===== config.mk =====
export PLATFORM = sky130hd
export DESIGN_NAME = gsm_gold_step
export DESIGN_NICKNAME = d
export VERILOG_FILES = /design/src/rtl/core/gsm_pkg.sv /design/src/rtl/core/gsm_gold_step.sv
export SDC_FILE = /design/constraint.sdc
export NUM_CORES = 1
export LEC_CHECK = 0
export BUFFER_PORTS_ARGS = -buffer_cell sky130_fd_sc_hd__buf_2
export CORE_MARGIN = 2
export CORE_UTILIZATION = 55
export DETAILED_ROUTE_END_ITERATION = 7
export PLACE_DENSITY = 0.81
export SLEW_MARGIN = 20
export SYNTH_ARGS = -nofsm -noshare
export SYNTH_HDL_FRONTEND = slang
export SYNTH_SLANG_ARGS = --single-unit

===== constraint.sdc =====
create_clock -name vclk -period 15.3
set_input_delay 3.06 -clock vclk [all_inputs]
set_output_delay 3.06 -clock vclk [all_outputs]
set_load 0.02 [all_outputs]

===== src/rtl/core/gsm_pkg.sv =====
`default_nettype none

package gsm_pkg;

   localparam int VALUE_W    = 32;
   localparam int FRAC_BITS  = 16;
   localparam int TOL_W      = 31;
   localparam int ITER_W     = 14;
   localparam int CSR_IDX_W  = 2;
   localparam int CSR_DATA_W = 32;
   localparam int GOLD_W     = 32;

   // (3 - sqrt(5)) / 2 as unsigned q0.32
   localparam logic [GOLD_W-1:0] GOLD_RATIO = 32'h61C88647;

   typedef logic signed [VALUE_W-1:0] value_type;
   typedef logic [TOL_W-1:0]          tol_type;
   typedef logic [ITER_W-1:0]         iter_type;

   localparam value_type VALUE_MAX = {1'b0, {(VALUE_W-1){1'b1}}};
   localparam value_type VALUE_MIN = {1'b1, {(VALUE_W-1){1'b0}}};
   localparam value_type FIX_ONE   = value_type'(64'sd1 <<< FRAC_BITS);

   localparam logic OP_START = 1'b0;
   localparam logic OP_REPLY = 1'b1;

   localparam logic [CSR_IDX_W-1:0] CSR_LOWER_BOUND    = 2'd0;
   localparam logic [CSR_IDX_W-1:0] CSR_UPPER_BOUND    = 2'd1;
   localparam logic [CSR_IDX_W-1:0] CSR_TOLERANCE      = 2'd2;
   localparam logic [CSR_IDX_W-1:0] CSR_MAX_ITERATIONS = 2'd3;

   localparam value_type LOWER_RESET    = '0;
   localparam value_type UPPER_RESET    = FIX_ONE;
   localparam tol_type   TOL_RESET      = TOL_W'(66);
   localparam iter_type  MAX_ITER_RESET = ITER_W'(10000);

   typedef enum logic [1:0] {
      STATUS_OK      = 2'd0,
      STATUS_LIMIT   = 2'd1,
      STATUS_INVALID = 2'd2
   } status_type;

   typedef enum logic [3:0] {
      PHASE_IDLE  = 4'b0001,
      PHASE_FIRST = 4'b0010,
      PHASE_RIGHT = 4'b0100,
      PHASE_LEFT  = 4'b1000
   } phase_type;

   function automatic value_type sat_add(input value_type a, input value_type b);
      logic signed [VALUE_W:0] s;
      s = {a[VALUE_W-1], a} + {b[VALUE_W-1], b};
      if (s[VALUE_W] != s[VALUE_W-1]) begin
         return s[VALUE_W] ? VALUE_MIN : VALUE_MAX;
      end
      return value_type'(s[VALUE_W-1:0]);
   endfunction

   function automatic value_type sat_sub(input value_type a, input value_type b);
      logic signed [VALUE_W:0] s;
      s = {a[VALUE_W-1], a} - {b[VALUE_W-1], b};
      if (s[VALUE_W] != s[VALUE_W-1]) begin
         return s[VALUE_W] ? VALUE_MIN : VALUE_MAX;
      end
      return value_type'(s[VALUE_W-1:0]);
   endfunction

endpackage

`default_nettype wire


===== src/rtl/core/gsm_gold_step.sv =====
`default_nettype none

module gsm_gold_step
   import gsm_pkg::*;
(
   input  value_type span,
   output value_type step
);
   localparam int PROD_W = VALUE_W + GOLD_W;
   localparam logic [PROD_W-1:0] HALF = PROD_W'(1) << (GOLD_W - 1);

   logic [VALUE_W-1:0] mag;
   logic [PROD_W-1:0]  prod;
   logic [PROD_W-1:0]  rounded;
   logic [VALUE_W-1:0] step_mag;

   // round to nearest on the magnitude, ties away from zero
   assign mag      = span[VALUE_W-1] ? (~span + VALUE_W'(1)) : span;
   assign prod     = mag * GOLD_RATIO;
   assign rounded  = prod + HALF;
   assign step_mag = rounded[PROD_W-1:GOLD_W];
   assign step     = span[VALUE_W-1] ? value_type'(~step_mag + VALUE_W'(1))
                                     : value_type'(step_mag);
endmodule

`default_nettype wire


== After elaboration in Yosys (flattened, before gate mapping) ==
Cells that the tools add are included.
Word-level totals
  bits of input ports: 32
  register bits: 0
Cells by class
  add/subtract/negate cells: 3
  mux-type cells: 2
  $mul: 1
  bitwise logic cells: 2
Operators by type and width (number)
  adder 63 x 32 -> 64 bit, second input constant: 1
  two-way mux 32 bit: 2
  inverter 32 bit: 2
  multiplier 32 x 31 -> 63 bit, second input constant: 1
  adder 32 x 1 -> 32 bit, second input constant: 1
  adder 32 x 2 -> 32 bit, second input constant: 1

== Depth between registers and ports, before layout ==
  word-level depth: 8
  gate-level depth with buffers: 39
  depth with buffers taken out: 39

== Least setup slack after synthesis ==
Ideal clock, no wire load.
  path kind: input to output
  start: input port span[7]
  end: output port step[29]
  stages: 31
  slack: -0.695 ns
  arrival time: 12.935 ns
  data required time: 12.240 ns
  cells stage by stage: or4_1 > or3_1 > or3_1 > nand2b_1 > o41ai_2 > nand2_1 > xor2_1 > inv_2 > ha_1 > inv_1 > fa_1 > fa_1 > inv_1 > fa_1 > inv_1 > fa_1 > fa_1 > fa_1 > fa_1 > ha_1 > nand4_1 > or4_1 > a21oi_1 > nor3_1 > o21ai_1 > xor2_1 > or4_4 > or4b_4 > buf_6 > o41a_1 > xnor2_1
Between the ends
  cells in the longest elaborated chain, start to end: 8
Ends and longest elaborated chain
  start: declaration: RTL line gsm_gold_step.sv:6  | input value_type span,
  inverter 32 bit: RTL line gsm_gold_step.sv:18  | assign mag = span[VALUE_W-1] ? (~span + VALUE_W'(1)) : span;
  adder 32 x 2 -> 32 bit: RTL line gsm_gold_step.sv:18
  two-way mux 32 bit (*): RTL line gsm_gold_step.sv:18
  multiplier 32 x 31 -> 63 bit (*): RTL line gsm_gold_step.sv:19  | assign prod = mag * GOLD_RATIO;
  adder 63 x 32 -> 64 bit (*): RTL line gsm_gold_step.sv:20  | assign rounded = prod + HALF;
  inverter 32 bit: RTL line gsm_gold_step.sv:22  | assign step = span[VALUE_W-1] ? value_type'(~step_mag + VALUE_W'(1))
  adder 32 x 1 -> 32 bit: RTL line gsm_gold_step.sv:22
  two-way mux 32 bit (*): RTL line gsm_gold_step.sv:22
  end: declaration: RTL line gsm_gold_step.sv:7  | output value_type step
Mark *: on every way between the ends. The rest lies on a longest branch, timed or not.

== Worst setup path in the final report ==
  start: input port span[7]
  end: output port step[26]
Same word-level chain as after synthesis.

==> impl_results.md <==
- Most frequent cells in the layout: inv_1 (539), buf_4 (398), ha_1 (394)
- Setup WS pre-CTS: -941 ps
- Pin count of the biggest net entering global routing: 35
- Ant. Diodes: 0
- DRT Pass-1 Iters: 5
- Adder and majority gate portion of the synthesized area: 0.619
- Die height: about 180 microns
- Vias per cell: roughly 5.5
- Routed WL per cell: around 20 microns
- Full die area: around 33,000 sq um
- Simple-Gate Fraction of Synth Area: 0.0913
- Starting DRC count in detailed routing: ~900
- XOR/XNOR Fraction of Synth Area: 0.0533
- Max Cap Viol: 0
- Slew Limit Fails: 0
- Final hold slack: between 7000 and 8000 ps
- Share of layout cells above drive strength 1: 0.275
- Final setup margin: -572 ps
- Dpl hpwl: roughly 50 mm
- Rows: 65
- Worst Setup EP: step[26]
- Minimum clock period: 15,870 ps
- Synth Area in Compound Gates: 0.105
- Post-synthesis cell type count: a little under 90
- Chip width: 182 microns
- First-pass GRT wire length: about 87 mm
- Worst Path Required: about 12,000 ps
- Failing checks: negative setup slack
- Combinational family with the most area after synthesis: adder cells
- Ranking of synthesized cells by area: fa_1 (32%), ha_1 (30%), inv_1 (12%)
- # fillers: between 2k and 2.5k
- Critical path's most frequent cell: fa_1
- Hold Crit Class: input port to primary output
- Routed Antenna Nets: 0
- Crit path DAT: between 10,000 and 15,000 ps
- Port Buf Inserts: between 60 and 70
- Drc violations: 0
- Max Clk Rate: around 0.063 GHz
- Yosys top cell by area: fa_1
- Syn avg cell area: ~8.9 sq um
- Slew Limit Headroom: 0.443
- Endpoint class of the critical path: primary output
- Synth-to-Final Area Change: 26.9%
- FF+latch area: 0 sq um
- Overall routing resource usage: 0.341
- Ys Warns: 0
- Routability-driven placement congestion ratio: about 1.0
- RSZ-0062 raised after global routing: yes
- Final Cycle Share: 1.04
- Crit path launch: span[7]
- Hold path start: span[31]
- IO Count: 64
- Core Area: 31,500 sq um
- WS Path Type: input port to primary output
- Mapped Cells: between 1.5k and 2k
- Vias in the first global route: around 16k
- Initial core utilization: 0.557
- Clkbuf count: 0
- Net Count, Synth: approximately 2.7k
- Worst slew pin tran: ~830 ps
- Register area share after synthesis: 0
- Mapped Area: between 15,000 and 20,000 sq um
- Setup violators final: 23
- Setup crit start kind: input port
- Nets: approximately 3.1k
- Worst Path Max Fanout: 4
- Mux cell area share after synthesis: 0.00114
- Post-Route WL: about 56 mm
- Crit path max-delay cell type: or4_4
- Share of the synthesized area in the top cell type: 0.320
- Via count: roughly 15k
- Post-layout util: 0.706
- Status: finished with violations
- Grt ovf: 0
- Initial antenna violation count: 0
- FFs & Latches: 0
- CP peak stage delay: just under 600 ps
- Most common library cell in the layout ignoring fill and taps: inv_1
- Final Hold Vio Count: 0
## worst max-delay path: cells and delay by family
family                   cells  cell delay, ps
AND/OR/NAND/NOR             10            3510
adder cells (fa/ha/maj)      9            3840
AO/OA/AOI/OAI                4            1000
buffers and inverters       10             740
XOR/XNOR                     3             620
## routing by layer
metal / GRT usage / wire, microns / vias up
met5: 0 / 0 / -
met4: 0.127 / 2410 / 0
met3: 0.0431 / 3230 / 105
met2: 0.585 / 27200 / 477
met1: 0.443 / 23000 / 7658
li1: - / - / 7202
## through the flow
| step | TNS [ps] | cell area [sq um] | std cells |
|---|---|---|---|
| after global routing | -15890 | 22200 | 2805 |
| after detailed placement | -16970 | 21100 | 2772 |
| after floorplan | -1290 | 17700 | 1976 |
| after global placement | -12500 | 21100 | 2772 |
| final | -7980 | 22200 | 2805 |
| after CTS | -5460 | 22000 | 2797 |
## cell usage after synthesis (all sizes together), types with 3 or more instances
master	number
inv	564
ha	419
fa	280
nand2	94
a21oi	76
o21ai	70
nor2	67
xnor2	66
xor2	39
nand4	30
nor3	24
o31ai	23
o211ai	16
clkbuf	15
buf	14
nand3	14
a21o	13
or2	13
nor4	12
or3	9
and2	8
o21a	8
or4	8
a211oi	7
o41ai	7
and3	6
a21boi	5
nand2b	5
o21bai	5
a31oi	4
a211o	3
a311oi	3
nand3b	3
nand4b	3
nor2b	3
o211a	3
o221ai	3
or4b	3
## what timing repair did
| action | CTS | global route |
|---|---|---|
| buffers inserted | 25 | 8 |
| endpoints found under the setup margin | 26 | 28 |
| pin swaps | 67 | 19 |
| cloned | 0 | 0 |
| hold buffers | 0 | 0 |
| resized for setup | 147 | 53 |
## worst min-delay path by stage
| stage | slack [ps] | to | cells after the start |
|---|---|---|---|
| 3_5_place_dp | 6980 | step[1] | 5 |
| 4_1_cts | 7020 | step[1] | 5 |
| 6_report | 7040 | step[1] | 5 |
| 2_1_floorplan | 6950 | step[21] | 5 |
| 3_3_place_gp | 6960 | step[1] | 5 |
| 5_1_grt | 7080 | step[1] | 5 |
## kinds of logic (layout without fill, tap and decap cells)
| logic type | Yosys count | count (layout) |
|---|---|---|
| AO/OA/AOI/OAI | 269 | 269 |
| XOR/XNOR | 105 | 105 |
| adder cells (fa/ha/maj) | 699 | 699 |
| buffers and inverters | 593 | 1020 |
| multiplexers | 2 | 2 |
| AND/OR/NAND/NOR | 308 | 308 |
## area by class of cell
cell class	count	area (sq um)	area share
inverter	564	2120	0.0955
multi-input combinational	1383	16200	0.731
timing repair buffer	456	3360	0.151
tap	402	503	0.0226
Power is not shown: default switching activity piles up to over one toggle a cycle in this logic, so the estimate is an artifact.
