--- config.mk ---
export PLATFORM = sky130hd
export DESIGN_NAME = gsm_tol_check
export DESIGN_NICKNAME = d
export VERILOG_FILES = /design/src/rtl/core/gsm_pkg.sv /design/src/rtl/core/gsm_tol_check.sv
export SDC_FILE = /design/constraint.sdc
export NUM_CORES = 2
export LEC_CHECK = 0
export ABC_AREA = 1
export BUFFER_PORTS_ARGS = -buffer_cell sky130_fd_sc_hd__buf_2
export CORE_ASPECT_RATIO = 0.6
export CORE_UTILIZATION = 52
export DETAILED_ROUTE_END_ITERATION = 12
export PLACE_DENSITY = 0.69
export SLEW_MARGIN = 20
export SYNTH_ARGS = -nofsm -noshare
export SYNTH_HDL_FRONTEND = slang
export SYNTH_SLANG_ARGS = --single-unit
--- constraint.sdc ---
create_clock -name vclk -period 11.4
set_clock_uncertainty 0.15 [all_clocks]
set_input_delay 0.57 -clock vclk [all_inputs]
set_output_delay 0.57 -clock vclk [all_outputs]
set_load 0.05 [all_outputs]
--- src/rtl/core/gsm_pkg.sv ---
`default_nettype none

package gsm_pkg;

   localparam int VALUE_W    = 32;
   localparam int FRAC_BITS  = 16;
   localparam int TOL_W      = 31;
   localparam int ITER_W     = 14;
   localparam int CSR_IDX_W  = 2;
   localparam int CSR_DATA_W = 32;
   localparam int GOLD_W     = 32;

   // (3 - sqrt(5)) / 2 as unsigned q0.32
   localparam logic [GOLD_W-1:0] GOLD_RATIO = 32'h61C88647;

   typedef logic signed [VALUE_W-1:0] value_type;
   typedef logic [TOL_W-1:0]          tol_type;
   typedef logic [ITER_W-1:0]         iter_type;

   localparam value_type VALUE_MAX = {1'b0, {(VALUE_W-1){1'b1}}};
   localparam value_type VALUE_MIN = {1'b1, {(VALUE_W-1){1'b0}}};
   localparam value_type FIX_ONE   = value_type'(64'sd1 <<< FRAC_BITS);

   localparam logic OP_START = 1'b0;
   localparam logic OP_REPLY = 1'b1;

   localparam logic [CSR_IDX_W-1:0] CSR_LOWER_BOUND    = 2'd0;
   localparam logic [CSR_IDX_W-1:0] CSR_UPPER_BOUND    = 2'd1;
   localparam logic [CSR_IDX_W-1:0] CSR_TOLERANCE      = 2'd2;
   localparam logic [CSR_IDX_W-1:0] CSR_MAX_ITERATIONS = 2'd3;

   localparam value_type LOWER_RESET    = '0;
   localparam value_type UPPER_RESET    = FIX_ONE;
   localparam tol_type   TOL_RESET      = TOL_W'(66);
   localparam iter_type  MAX_ITER_RESET = ITER_W'(10000);

   typedef enum logic [1:0] {
      STATUS_OK      = 2'd0,
      STATUS_LIMIT   = 2'd1,
      STATUS_INVALID = 2'd2
   } status_type;

   typedef enum logic [3:0] {
      PHASE_IDLE  = 4'b0001,
      PHASE_FIRST = 4'b0010,
      PHASE_RIGHT = 4'b0100,
      PHASE_LEFT  = 4'b1000
   } phase_type;

   function automatic value_type sat_add(input value_type a, input value_type b);
      logic signed [VALUE_W:0] s;
      s = {a[VALUE_W-1], a} + {b[VALUE_W-1], b};
      if (s[VALUE_W] != s[VALUE_W-1]) begin
         return s[VALUE_W] ? VALUE_MIN : VALUE_MAX;
      end
      return value_type'(s[VALUE_W-1:0]);
   endfunction

   function automatic value_type sat_sub(input value_type a, input value_type b);
      logic signed [VALUE_W:0] s;
      s = {a[VALUE_W-1], a} - {b[VALUE_W-1], b};
      if (s[VALUE_W] != s[VALUE_W-1]) begin
         return s[VALUE_W] ? VALUE_MIN : VALUE_MAX;
      end
      return value_type'(s[VALUE_W-1:0]);
   endfunction

endpackage

`default_nettype wire

--- src/rtl/core/gsm_tol_check.sv ---
`default_nettype none

module gsm_tol_check
   import gsm_pkg::*;
(
   input  value_type left_probe,
   input  value_type right_probe,
   input  value_type left_value,
   input  value_type right_value,
   input  tol_type   tolerance,
   output logic      keep_going
);
   localparam int LIMIT_W = VALUE_W + TOL_W;

   logic signed [VALUE_W:0] value_diff;
   logic signed [VALUE_W:0] probe_diff;
   logic [VALUE_W-1:0]      value_gap;
   logic [VALUE_W-1:0]      span_width;
   logic [LIMIT_W-1:0]      limit;
   logic [LIMIT_W-1:0]      scaled_gap;

   assign value_diff = {left_value[VALUE_W-1], left_value}
                     - {right_value[VALUE_W-1], right_value};
   assign value_gap  = value_diff[VALUE_W] ? VALUE_W'(-value_diff) : value_diff[VALUE_W-1:0];

   // interval width, at least one
   assign probe_diff = {right_probe[VALUE_W-1], right_probe}
                     - {left_probe[VALUE_W-1], left_probe};
   assign span_width = (!probe_diff[VALUE_W] && probe_diff[VALUE_W-1:0] >= VALUE_W'(FIX_ONE))
                     ? probe_diff[VALUE_W-1:0] : VALUE_W'(FIX_ONE);

   assign limit      = span_width * tolerance;
   assign scaled_gap = LIMIT_W'({value_gap, {FRAC_BITS{1'b0}}});
   assign keep_going = scaled_gap > limit;
endmodule

`default_nettype wire

=== After elaboration in Yosys (flattened, before gate mapping) ===
Cells that the tools add are included.
W data, S select, Z words.

* Memories kept: 0
* Output and inout bits: 1
* Logic and storage cells: 10
* Bits in registers: 0
* Input port bits: 159
* RAM bits: 0
* ROM bits: 0
* Bits in latches: 0

* Eq/ne operators: 0
* Reductions and logical operators: 2
* Add/subtract/negate cells: 3
* Muxes and demuxes: 2
* Multipliers: 1
* Bitwise logic cells: 0
* $lt $le $gt $ge: 2
* Div/mod/pow operators: 0
* Shift operators: 0

{| class="wikitable"
|+ Operator list
! cell !! count
|-
| $sub A32 B32 Y33 || 2
|-
| $mux W32 || 2
|-
| $gt A48 B63 Y1 || 1
|-
| $mul A32 B31 Y63 || 1
|-
| $ge A32 B17 Y1 const B || 1
|-
| $neg A32 Y32 || 1
|-
| $logic_and A1 B1 Y1 || 1
|-
| $logic_not A1 Y1 || 1
|}

=== Depth between registers and ports, before layout ===
* Word-level depth: 6
* Mapped depth: 65
* Depth with buffers taken out: 63

=== Worst setup path before layout ===
No wires, ideal clock.

* Path type: input-to-output
* Start point: input right_probe[0]
* End point: output keep_going
* Data arrival time: 9.778 ns
* Buffers on the path: 2
* Setup slack: 0.902 ns
* Stages: 58
* Cells stage by stage: inv_1 > ha_1 > fa_1 > inv_1 > nand3_1 > nand3_1 > nand2_1 > nand2_1 > nand3_1 > nand3_1 > nand2_1 > nor2_1 > nand2_1 > nor2_1 > nand3_2 > nand2_2 > inv_2 > buf_4 > [... 22 more ...] > nand2_1 > nand2_1 > a21oi_1 > xor2_1 > ha_1 > nand4_1 > nor3_1 > nand3_1 > nor2_1 > nand3_1 > nor2_1 > nand2_1 > nor2_1 > nand3_1 > nor2_1 > nand3_1 > nand2_1 > inv_1

* Word-level cells in the longest chain between the ends: 6
* Elaborated cells on any way between the ends: 7
* Those cells by class: add/sub (1); mul (1); order compare (2); mux (1); reduce/logical (2)

{| class="wikitable"
|+ Ends and longest elaborated chain
! item !! RTL line !! text
|-
| start, declared || gsm_tol_check.sv:7 || <nowiki>input value_type right_probe,</nowiki>
|-
| $sub A32 B32 Y33 (*) || gsm_tol_check.sv:28 || <nowiki>- {left_probe[VALUE_W-1], left_probe};</nowiki>
|-
| $ge A32 B17 Y1 or $logic_not A1 Y1 (tied branches) || gsm_tol_check.sv:29 || <nowiki>assign span_width = (!probe_diff[VALUE_W] && probe_diff[VALUE_W-1:0] >= VALUE_W'(FIX_ONE))</nowiki>
|-
| $logic_and A1 B1 Y1 || gsm_tol_check.sv:29 ||
|-
| $mux W32 (*) || gsm_tol_check.sv:30 || <nowiki>? probe_diff[VALUE_W-1:0] : VALUE_W'(FIX_ONE);</nowiki>
|-
| $mul A32 B31 Y63 (*) || gsm_tol_check.sv:32 || <nowiki>assign limit = span_width * tolerance;</nowiki>
|-
| $gt A48 B63 Y1 (*) || gsm_tol_check.sv:34 || <nowiki>assign keep_going = scaled_gap > limit;</nowiki>
|-
| end, declared || gsm_tol_check.sv:11 || <nowiki>output logic keep_going</nowiki>
|}

Mark *: on every way between the ends. The rest lies on a longest branch, timed or not.

=== Final worst setup path ===
* Start point: input left_probe[17]
* End point: output keep_going

* Word-level cells in the longest chain between the ends: 6
* Elaborated cells on any way between the ends: 7
* Those cells by class: add/sub (1); mul (1); order compare (2); mux (1); reduce/logical (2)

{| class="wikitable"
|+ Ends and longest elaborated chain
! item !! RTL line !! text
|-
| start, declared || gsm_tol_check.sv:6 || <nowiki>input value_type left_probe,</nowiki>
|-
| $sub A32 B32 Y33 (*) || gsm_tol_check.sv:28 ||
|-
| $ge A32 B17 Y1 or $logic_not A1 Y1 (tied branches) || gsm_tol_check.sv:29 ||
|-
| $logic_and A1 B1 Y1 || gsm_tol_check.sv:29 ||
|-
| $mux W32 (*) || gsm_tol_check.sv:30 ||
|-
| $mul A32 B31 Y63 (*) || gsm_tol_check.sv:32 ||
|-
| $gt A48 B63 Y1 (*) || gsm_tol_check.sv:34 ||
|}

Marked as above.

==> results.md <==
* Syn. warnings at 0
* Gate Count Post-Synth at 5295
* Largest net degree at the start of global routing at 32
* Slew Limit Fails at 0
* Core area at 0.07370 sq mm
* Initial antenna violation count at 3
* Synth Net Count at 6675
* RSZ-0062 raised after global routing: true
* Synth cell types at 49
* Filler cell count at 6774
* Outcome: finished, violations left
* Max Fclk at 86.50 MHz
* Worst Hold Endpoint: keep_going
* First-pass GRT wire length at 220600 um
* Crit Path Class: in2out
* Worst slew pin tran at 1.069 ns
* Max_cap viols at 0
* Worst hold path startpoint: left_probe[0]
* Failing checks: setup timing
* Crit end category: primary output
* Worst path required time at 10.68 ns
* Reg area at 0 sq um
* Standard-cell rows at 77
* Multi-input logic area at 0.03402 sq mm
* Vias per inst at 5.406
* Routability cong. at 1.093
* IO Port Bufs at 160
* Critical path's largest stage delay at 0.69 ns
* CP max FO at 8
* Post-place setup slack at -0.5695 ns
* Antenna-violating nets left at 0
* Num sequential at 0
* Cell Area, Synth at 0.03879 sq mm
* Layout cells sized above 1 at 16.12%
* Global Route Usage Sum at 38.83%
* Crit path top cell by count: nand2_1
* Final Critical Period at 11.56 ns
* Worst rel slew slack at 28.63%
* DRT iter0 DRCs at 4259
* Worst setup margin at -0.1611 ns
* Hold Crit Class: in2out
* HPWL after DPL at 127200 um
* IO Count at 160
* Avg Cell Area, Syn at 7.326 sq um
* Worst Hold Depth at 10
* Commonest non-fill, non-tap cell in the layout: nand2_1
* Fin util at 61.70%
* Crit path max-delay cell type: fa_2
* Final wirelength at 143600 um
* Fin crit share at 101.4%
* Area Overhead vs Synth at 17.22%
* CP Launch Type: input pin
* Worst EP arrival at 10.84 ns
* NumNets Final at 7251
* Vias in the first global route at 36506
* Congestion Overflow GR at 0
* Die area at 0.07574 sq mm
* DRC at 0
* Setup violators final at 1
* Post-DR wirelength/cell at 20.94 um
* Initial core utilization at 52.64%
* Detailed Routing Iterations Pass 1 at 6
* Final hold vios at 0
* Commonest non-fill, non-tap cells in the layout: nand2_1 (1238), inv_1 (1221), fa_1 (841)
* Sequential area share after synthesis at 0%
* Die X at 354.6 um
* Via count at 37073
* Die Ht at 213.6 um
* Clkbuf count at 0
[area by class of cell]
type	instances	share of cell area [%]
Multi-Input combinational cell	3870	74.82
Inverter	1263	10.47
Antenna cell	2	0.01101
Timing Repair Buffer	736	11.98
Tap cell	987	2.716
[how the worst max path moves through the flow]
stage               cells after the start  slack [ns]      startpoint          to
floorplan                              58        0.90  right_probe[0]  keep_going
global placement                       60       -0.55  right_probe[0]  keep_going
detailed placement                     59       -0.57   left_probe[0]  keep_going
CTS                                    59       0.001  right_probe[0]  keep_going
global route                           58       -0.76  left_probe[26]  keep_going
finish                                 56       -0.16  left_probe[17]  keep_going
[cells by family after synthesis]
group,count (synthesis),share of synthesized area (%)
AO/OA/AOI/OAI,291,4.054
XOR/XNOR,104,2.367
buffers and inverters,1425,14.08
multiplexers,2,0.05161
AND/OR/NAND/NOR,2252,23.26
adder cells (fa/ha/maj),1221,56.18
[layer usage]
layer / track usage, % / part of all wire (%)
met5: 1.938 / 0.15
met4: 3.939 / 1.5
met3: 20.60 / 19
met2: 49.29 / 36
met1: 58.48 / 43
[Yosys cell counts, types with 2 or more instances]
library cell  number  area [sq um]
nand3_2            2         20.02
or2_1              2         12.51
o21ai_0           85         425.4
mux2i_1            2         20.02
nand2_4            9         101.4
buf_2             70         350.3
nor2_4             2         22.52
a21o_1             6         45.04
a21oi_1          158         790.8
nand3b_1           8         60.06
fa_1             868         17380
nand3_1          144         720.7
buf_1              3         11.26
nand2_1         1258          4722
clkinv_1          11         41.29
a21boi_0           5         37.54
nor2_2            16         100.1
buf_6              3         33.78
o21ai_1            2         10.01
nor2_1           711          2669
a211oi_1           2         15.01
ha_1             353          4417
clkbuf_1          84         315.3
inv_1           1228          4609
a31oi_1            5         31.28
inv_2             24         90.09
o21a_1             3         22.52
nand4_1           44         275.3
o21bai_1          18         135.1
xor2_1            52         455.4
nor3b_1            2         15.01
nor4_1             7         43.79
nor3_1            33         165.2
nand2_2            6         37.54
or2_2              3         18.77
xnor2_1           51         446.7
and2_1             3         18.77
[per-stage QoR]
stage | hold slack [ns] | setup TNS (ns) | area, sq um | cells
after global placement | 2.277 | -0.5472 | 44470 | 6831
after global routing | 2.401 | -0.7605 | 45470 | 6857
after CTS | 2.229 | 0 | 45150 | 6850
after detailed placement | 2.267 | -0.5695 | 44470 | 6831
after floorplan | 1.510 | 0 | 38790 | 5295
final | 2.228 | -0.1611 | 45470 | 6858
[what timing repair did]
item	in CTS	in global routing
setup buffers	20	5
resized for setup	130	70
cloned	0	1
pin swaps	33	32
hold buffers	0	0
setup endpoints to repair	1	1
[worst max-delay path, delay by kind of cell]
| kind | cells | cell delay (ns) |
|---|---|---|
| adder cells (fa/ha/maj) | 11 | 5.01 |
| AND/OR/NAND/NOR | 26 | 2.98 |
| XOR/XNOR | 1 | 0.17 |
| AO/OA/AOI/OAI | 3 | 0.63 |
| buffers and inverters | 15 | 1.46 |
Power is not shown: default switching activity piles up to over one toggle a cycle in this logic, so the estimate is an artifact.
